[src/sv/dsrm_pkg.sv]
// Package for the dot-star pattern matcher.
// Holds the configuration register indexes, the register bundle, and the item and result types.
// No dependencies; every other file imports it.
package dsrm_pkg;

  // Largest pattern the block is built for.
  localparam int MAX_TOKENS = 16;

  // Widths fixed by the register and field definitions.
  localparam int CharsW = 64;
  localparam int MaskW  = 16;
  localparam int CountW = 5;
  localparam int IndexW = 3;
  localparam int CfgW   = 64;

  typedef enum logic [IndexW-1:0] {
    CfgCharsLow  = 3'd0,
    CfgCharsHigh = 3'd1,
    CfgWildcard  = 3'd2,
    CfgRepeat    = 3'd3,
    CfgCount     = 3'd4
  } cfg_reg_e;

  typedef struct packed {
    logic [2*CharsW-1:0] token_chars;   // token t in bits 8t+7..8t
    logic [MaskW-1:0]    wildcard_mask;
    logic [MaskW-1:0]    repeat_mask;
    logic [CountW-1:0]   token_count;
  } cfg_t;

  typedef struct packed {
    logic [7:0] text_byte;
    logic       has_byte;
    logic       last_of_text;
  } item_t;

  typedef struct packed {
    logic whole_match;
    logic still_alive;
    logic text_done;
  } result_t;

endpackage

[src/sv/dsrm_cfg_regs.sv]
// Configuration register file of the dot-star pattern matcher.
// Takes register writes by index and presents them as one bundle.
// Depends on dsrm_pkg.
module dsrm_cfg_regs (
  input  logic                          clk_i,
  input  logic                          rst_ni,
  input  logic                          cfg_valid_i,
  input  logic [dsrm_pkg::IndexW-1:0]   cfg_index_i,
  input  logic [dsrm_pkg::CfgW-1:0]     cfg_data_i,
  output dsrm_pkg::cfg_t                cfg_o
);
  import dsrm_pkg::*;

  cfg_t cfg_q;

  always_ff @(posedge clk_i or negedge rst_ni) begin
    if (!rst_ni) begin
      cfg_q <= '0;
    end else if (cfg_valid_i) begin
      case (cfg_reg_e'(cfg_index_i))
        CfgCharsLow:  cfg_q.token_chars[CharsW-1:0]        <= cfg_data_i[CharsW-1:0];
        CfgCharsHigh: cfg_q.token_chars[2*CharsW-1:CharsW] <= cfg_data_i[CharsW-1:0];
        CfgWildcard:  cfg_q.wildcard_mask                  <= cfg_data_i[MaskW-1:0];
        CfgRepeat:    cfg_q.repeat_mask                    <= cfg_data_i[MaskW-1:0];
        CfgCount:     cfg_q.token_count                    <= cfg_data_i[CountW-1:0];
        default: begin
        end
      endcase
    end
  end

  assign cfg_o = cfg_q;

endmodule

[src/sv/dsrm_step.sv]
// Next-state logic of the dot-star pattern matcher for one text item.
// Closure on starred tokens; a byte adds per-token compare, advance, closure.
// Depends on dsrm_pkg.
module dsrm_step #(
  parameter int MaxTokens = dsrm_pkg::MAX_TOKENS
) (
  input  dsrm_pkg::cfg_t    cfg_i,
  input  logic [MaxTokens:0] state_i,
  input  dsrm_pkg::item_t   item_i,
  output logic [MaxTokens:0] state_o,
  output dsrm_pkg::result_t result_o
);
  import dsrm_pkg::*;

  localparam int Positions = MaxTokens + 1;
  localparam int Levels    = $clog2(Positions);
  localparam logic [CountW-1:0] CountMax = CountW'(MaxTokens);

  logic [CountW-1:0]    n;
  logic [Positions-1:0] live;
  logic [Positions-1:0] at_n;
  logic [MaxTokens-1:0] in_use;
  logic [MaxTokens-1:0] rep_eff;
  logic [MaxTokens-1:0] hit;
  logic [Positions-1:0] cur_start;
  logic [Positions-1:0] next_raw;
  logic [Positions-1:0] cur_byte;
  logic [Positions-1:0] cur;

  // Closure: a position spreads forward across a run of starred tokens.
  // Parallel prefix form, one doubling step per level.
  function automatic logic [Positions-1:0] close_set(input logic [Positions-1:0] s,
                                                     input logic [MaxTokens-1:0] r);
    logic [Positions-1:0] g;
    logic [Positions-1:0] pr;
    g  = s;
    pr = {r, 1'b0};
    for (int lvl = 0; lvl < Levels; lvl++) begin
      g  = g | (pr & (g << (1 << lvl)));
      pr = pr & (pr << (1 << lvl));
    end
    return g;
  endfunction

  assign n = (cfg_i.token_count > CountMax) ? CountMax : cfg_i.token_count;

  for (genvar i = 0; i < Positions; i++) begin : g_pos
    assign live[i] = (CountW'(i) <= n);
    assign at_n[i] = (CountW'(i) == n);
  end

  for (genvar p = 0; p < MaxTokens; p++) begin : g_tok
    assign in_use[p]  = (CountW'(p) < n);
    assign rep_eff[p] = cfg_i.repeat_mask[p] & in_use[p];
    assign hit[p]     = cur_start[p] & in_use[p] &
                        (cfg_i.wildcard_mask[p] |
                         (cfg_i.token_chars[8*p +: 8] == item_i.text_byte));
  end

  assign cur_start = close_set(state_i & live, rep_eff);

  // A starred token holds its position on a hit; a plain token moves one on.
  assign next_raw = {1'b0, hit & rep_eff} | {hit & ~rep_eff, 1'b0};
  assign cur_byte = close_set(next_raw & live, rep_eff);
  assign cur      = item_i.has_byte ? cur_byte : cur_start;

  assign result_o.whole_match = |(cur & at_n);
  assign result_o.still_alive = |cur;
  assign result_o.text_done   = item_i.last_of_text;

  assign state_o = item_i.last_of_text ? Positions'(1) : cur;

endmodule

[src/sv/dot_star_regex_matcher.sv]
// Top level of the dot-star pattern matcher.
// Input register, next-state step, result register and active-position register.
// Depends on dsrm_pkg, dsrm_cfg_regs and dsrm_step.
//
//   Channel   Direction  Handshake                    Payload
//   s_axis    in         s_axis_tvalid/s_axis_tready  tdata: text_byte; tuser: has_byte;
//                                                     tlast: last_of_text
//   m_axis    out        m_axis_tvalid/m_axis_tready  tdata: whole_match, still_alive;
//                                                     tlast: text_done
//   cfg       in         cfg_valid_i/cfg_ready_o      cfg_index_i, cfg_data_i
//
// Every item, with or without a text byte, gives exactly one result: it is held in the
// input register, then the step logic writes the output register.
// The active positions update as an item moves on, so with m_axis_tready high one item
// is taken every cycle. A stall on m_axis holds both registers and drops s_axis_tready
// once the input register is full. Reset clears both valid flags and the configuration
// and leaves only the start position active.
module dot_star_regex_matcher #(
  parameter int MaxTokens = dsrm_pkg::MAX_TOKENS
) (
  input  logic                        clk_i,
  input  logic                        rst_ni,
  // Input stream.
  input  logic                        s_axis_tvalid,
  output logic                        s_axis_tready,
  input  logic [7:0]                  s_axis_tdata,   // [7:0] text_byte
  input  logic                        s_axis_tuser,   // [0] has_byte
  input  logic                        s_axis_tlast,   // last_of_text
  // Result stream.
  output logic                        m_axis_tvalid,
  input  logic                        m_axis_tready,
  output logic [7:0]                  m_axis_tdata,   // [0] whole_match, [1] still_alive
  output logic                        m_axis_tlast,   // text_done
  // Configuration writes.
  input  logic                        cfg_valid_i,
  output logic                        cfg_ready_o,
  input  logic [dsrm_pkg::IndexW-1:0] cfg_index_i,
  input  logic [dsrm_pkg::CfgW-1:0]   cfg_data_i
);
  import dsrm_pkg::*;

  localparam int Positions = MaxTokens + 1;

  cfg_t                 cfg;
  logic                 in_valid_q;
  item_t                in_item_q;
  logic                 out_valid_q;
  result_t              out_res_q;
  logic [Positions-1:0] state_q;
  logic [Positions-1:0] state_d;
  result_t              step_res;
  logic                 out_free;
  logic                 advance;
  logic                 in_take;

  // Registers are always writable.
  assign cfg_ready_o = 1'b1;

  dsrm_cfg_regs u_cfg (
    .clk_i       (clk_i),
    .rst_ni      (rst_ni),
    .cfg_valid_i (cfg_valid_i),
    .cfg_index_i (cfg_index_i),
    .cfg_data_i  (cfg_data_i),
    .cfg_o       (cfg)
  );

  dsrm_step #(
    .MaxTokens (MaxTokens)
  ) u_step (
    .cfg_i    (cfg),
    .state_i  (state_q),
    .item_i   (in_item_q),
    .state_o  (state_d),
    .result_o (step_res)
  );

  // The output register frees up when empty or when its result is taken this cycle.
  assign out_free      = !out_valid_q || m_axis_tready;
  assign advance       = in_valid_q && out_free;
  assign s_axis_tready = !in_valid_q || advance;
  assign in_take       = s_axis_tvalid && s_axis_tready;

  always_ff @(posedge clk_i or negedge rst_ni) begin
    if (!rst_ni) begin
      in_valid_q  <= 1'b0;
      out_valid_q <= 1'b0;
      state_q     <= Positions'(1);
    end else begin
      if (in_take) begin
        in_valid_q <= 1'b1;
      end else if (advance) begin
        in_valid_q <= 1'b0;
      end
      if (advance) begin
        out_valid_q <= 1'b1;
        state_q     <= state_d;
      end else if (m_axis_tready) begin
        out_valid_q <= 1'b0;
      end
    end
  end

  // Payload registers carry no reset.
  always_ff @(posedge clk_i) begin
    if (in_take) begin
      in_item_q.text_byte    <= s_axis_tdata;
      in_item_q.has_byte     <= s_axis_tuser;
      in_item_q.last_of_text <= s_axis_tlast;
    end
    if (advance) begin
      out_res_q <= step_res;
    end
  end

  assign m_axis_tvalid = out_valid_q;
  assign m_axis_tdata  = {6'b0, out_res_q.still_alive, out_res_q.whole_match};
  assign m_axis_tlast  = out_res_q.text_done;

endmodule

[config.mk]
export PLATFORM = sky130hd
export DESIGN_NAME = dot_star_regex_matcher
export DESIGN_NICKNAME = d
export VERILOG_FILES = /design/src/sv/dsrm_pkg.sv /design/src/sv/dsrm_cfg_regs.sv /design/src/sv/dsrm_step.sv /design/src/sv/dot_star_regex_matcher.sv
export SDC_FILE = /design/constraint.sdc
export NUM_CORES = 1
export LEC_CHECK = 0
export BUFFER_PORTS_ARGS = -buffer_cell sky130_fd_sc_hd__buf_2
export CORE_AREA = 2 2 162 180
export CTS_CLUSTER_DIAMETER = 60
export DETAILED_ROUTE_END_ITERATION = 7
export DIE_AREA = 0 0 164 182
export PLACE_DENSITY = 0.58
export SYNTH_ARGS = -nofsm -noshare
export SYNTH_HDL_FRONTEND = slang
export SYNTH_SLANG_ARGS = --single-unit
[constraint.sdc]
create_clock -name clk_i -period 4.4 [get_ports clk_i]
set_input_delay 0.44 -clock clk_i [delete_from_list [all_inputs] [get_ports clk_i]]
set_output_delay 0.44 -clock clk_i [all_outputs]
set_load 0.03 [all_outputs]
==> metrics <==
Die Span Y=182 um; CTS Buffer Depth=2; first-pass GRT wire length=47.64 mm; post-synthesis area per instance=11.40 um^2; commonest non-fill, non-tap cell in the layout=dfrtp_1; num rows=65; final setup vio count=0; status=finished clean; sequential-to-total area share from yosys stat=45.27%; Setup CP Type=reg -> reg; Cells after DPL=1396; Total Routing Usage GR=20.98%; Detail Route met2 WL=14.69 mm; endpoints failing hold=0; Via density=5.556; DR vias=7934; area grow syn2layout=12.88%; Post-synth EDFFs=13; gr ovfl total=0; Final Cell Area=12460 um^2; crit start category=register; crit-path max cell delay=0.55 ns; slowest CP cell=dfrtp_1; critical-path cell list=buf_4, o311ai_4, a21oi_2, a211oi_1, nor4_1, a221oi_2, o21ai_1, a21oi_2, mux2i_1, nor4_1, nand4_1, or3_1; Clock Skews=0.01373 ns; worst skew pair latency=0.44 ns; Gate power share=26.6%; clk sinks=197; Max-slew headroom=22.63%; largest net degree at the start of global routing=120; Ports=94; Critical Path End Type=register; core box area=28220 um^2; synthesized cell area=11040 um^2; clock share of power=27.4%; commonest non-fill, non-tap cells in the layout=183 x dfrtp_1, 163 x mux2_2, 104 x xor2_1; Pre-antenna DRT Iters=5; share of layout cells above drive strength 1=33.40%; Final Critical Period=4.126 ns; worst-path maximum fanout=8; post-detail-place hpwl=22.32 mm; register share of total power=46.0%; routed wire length=30.28 mm; port buffer count=86; ant diodes=0; CTS buffer count=17; Async SR Flop Fraction=93.40%; final std cells w/o fill=1428; ys flop type=dfrtp_1; slew of the pin with the lowest slew margin=1.152 ns; drt wl/cell=21.21 um; clock-pin slew on the worst setup and hold paths=0.08 ns; initial antenna violation count=2; Cell Area, Placed=11890 um^2; register bit total from synthesis=197; M1 wire length=13.65 mm; Max Slew Vio Count=0; TritonCTS clock tree=yes; Lkg Pwr=0.005130 uW; depth of the CTS H-tree=4; Post-CTS Resized=0; Post-Syn Instances=968; Die ar.=29850 um^2; Detailed Route Iter0 Violations=544; MaxCap Viol Count=0; antenna viol nets, final=0; vias in the first global route=7993; Max Used Layer=met5; Initial Utilization=39.10%; setup_tns=0 ns; # hold bufs at CTS=0; Pint=3703 uW; RSZ-0062 raised after global routing=false; Die W=164 um; DRC viols=0; Arr. time, crit path=4.32 ns; Tcrit/Tclk final=93.78%; Synth cell types=85; placer congestion estimate=0.9553; Power per Cell Area=453.5 nW/um^2; net switching power=1946 uW; clock root buffer=clkbuf_16; final hold slack=0.1118 ns; Synth warnings=0; Routed met3 length=1.123 mm; Max Clk Rate=242.3 MHz; Tightest Hold Check Type=in -> async; CP Data Required Time=4.59 ns; setup repair bufs after CTS=0; Switching Fraction=34.44%; # nets final=1129; Peak VDD IR=0.0002693 V
[worst paths after layout]
path	start	end	slack [ns]	depth (start not counted)
worst min register to register	in_valid_q	m_axis_tvalid	0.51	1
worst min-delay path	rst_ni	in_valid_q	0.11	1
worst max-delay path	u_cfg.cfg_o[4]	m_axis_tdata[1]	0.27	12
max in group asynchronous	rst_ni	u_cfg.cfg_o[64]	3.34	2
min in group clk_i	s_axis_tdata[1]	in_item_q[3]	0.17	1
worst max register to register	u_cfg.cfg_o[4]	m_axis_tdata[1]	0.27	12
[flip-flops by register name (all words and copies together), names as in the netlist]
signal         flops
m_axis_tlast       1
state_q           17
u_cfg.cfg_o      165
m_axis_tvalid      1
in_item_q         10
in_valid_q         1
m_axis_tdata       2
[layer usage]
metal  GRT usage [%]  vias to the layer above
met5               0                        -
met2           34.17                      220
met1           28.35                     3961
li1                -                     3702
met4           7.193                        4
met3           3.381                       47
[final cells by class]
type / count / area, um^2
Timing Repair Buffer: 116 / 701.9
Fill cell: 2634 / 15760
Inverter: 12 / 45.04
Sequential cell: 197 / 4996
Clock buffer: 18 / 429.2
Clock inverter: 14 / 142.6
Multi-Input combinational cell: 703 / 5682
Tap cell: 368 / 460.4
[cells in the mapped netlist (3+ instances only)]
cell type | count | area [um^2]
nand3b_1 | 3 | 22.52
a22o_1 | 10 | 87.58
and3_1 | 3 | 18.77
xnor2_1 | 24 | 210.2
o21ai_1 | 4 | 20.02
nor3b_1 | 5 | 37.54
a211oi_1 | 5 | 37.54
dfrtp_1 | 183 | 4579
and2_1 | 4 | 25.02
or2_2 | 4 | 25.02
o211ai_1 | 5 | 37.54
mux2_2 | 163 | 1836
nor2_1 | 37 | 138.9
nand3_1 | 13 | 65.06
or3_1 | 9 | 56.30
a221oi_2 | 5 | 75.07
o2111a_1 | 3 | 33.78
nor2b_1 | 5 | 31.28
mux2i_1 | 4 | 40.04
a2111oi_0 | 3 | 26.28
o31ai_1 | 7 | 52.55
nor3_2 | 4 | 40.04
clkbuf_1 | 25 | 93.84
nand4_1 | 13 | 81.33
o22ai_1 | 5 | 31.28
nor4_1 | 39 | 244.0
o21ai_0 | 29 | 145.1
nor3_1 | 17 | 85.08
buf_6 | 5 | 56.30
o21a_1 | 5 | 37.54
edfxtp_1 | 13 | 390.4
nand2_1 | 43 | 161.4
buf_2 | 14 | 70.07
a21oi_2 | 4 | 35.03
inv_1 | 11 | 41.29
o2bb2ai_1 | 3 | 26.28
buf_4 | 16 | 120.1
a21oi_1 | 43 | 215.2
xor2_1 | 104 | 910.9
nand2b_1 | 9 | 56.30
a21o_1 | 9 | 67.56
or2_1 | 4 | 25.02
[power groups by stage]
stage                     clock (uW)  sequential [uW]  combinational, uW
final                           1550             2600               1500
after global routing            1660             2650               1640
after CTS                       1580             2600               1500
after detailed placement           0             2630               1500
after global placement             0             2630               1490
after floorplan                    0             2450               1180
[logic make-up (layout without fill, tap and decap cells)]
kind of cell,count (synthesis),count (layout),synth area share [%]
and+or+nand+nor,225,225,11.52
DFF,197,197,45.27
AOI/OAI and AO/OA,176,176,12.46
muxes,167,167,17.00
xor gates and xnor gates,128,128,10.16
buffers and inverters,73,160,3.526
other,2,7,0.06805
[stage by stage]
step           utilization, %  setup WS, ns  power [uW]
2_1_floorplan               -         1.286        3630
3_3_place_gp            42.11        0.4160        4118
3_5_place_dp            42.11        0.3707        4125
4_1_cts                 44.14        0.3557        5677
5_1_grt                 44.14       0.06081        5949
6_report                44.14        0.2736        5649
[worst max-delay path, delay by kind of cell (launching register included)]
kind,cells,cell delay [ns]
AND/OR/NAND/NOR,4,1.09
buffers and inverters,1,0.26
AO/OA/AOI/OAI,6,1.80
multiplexers,1,0.17
flip-flops,1,0.55
Power figures use the tool's default switching activity.
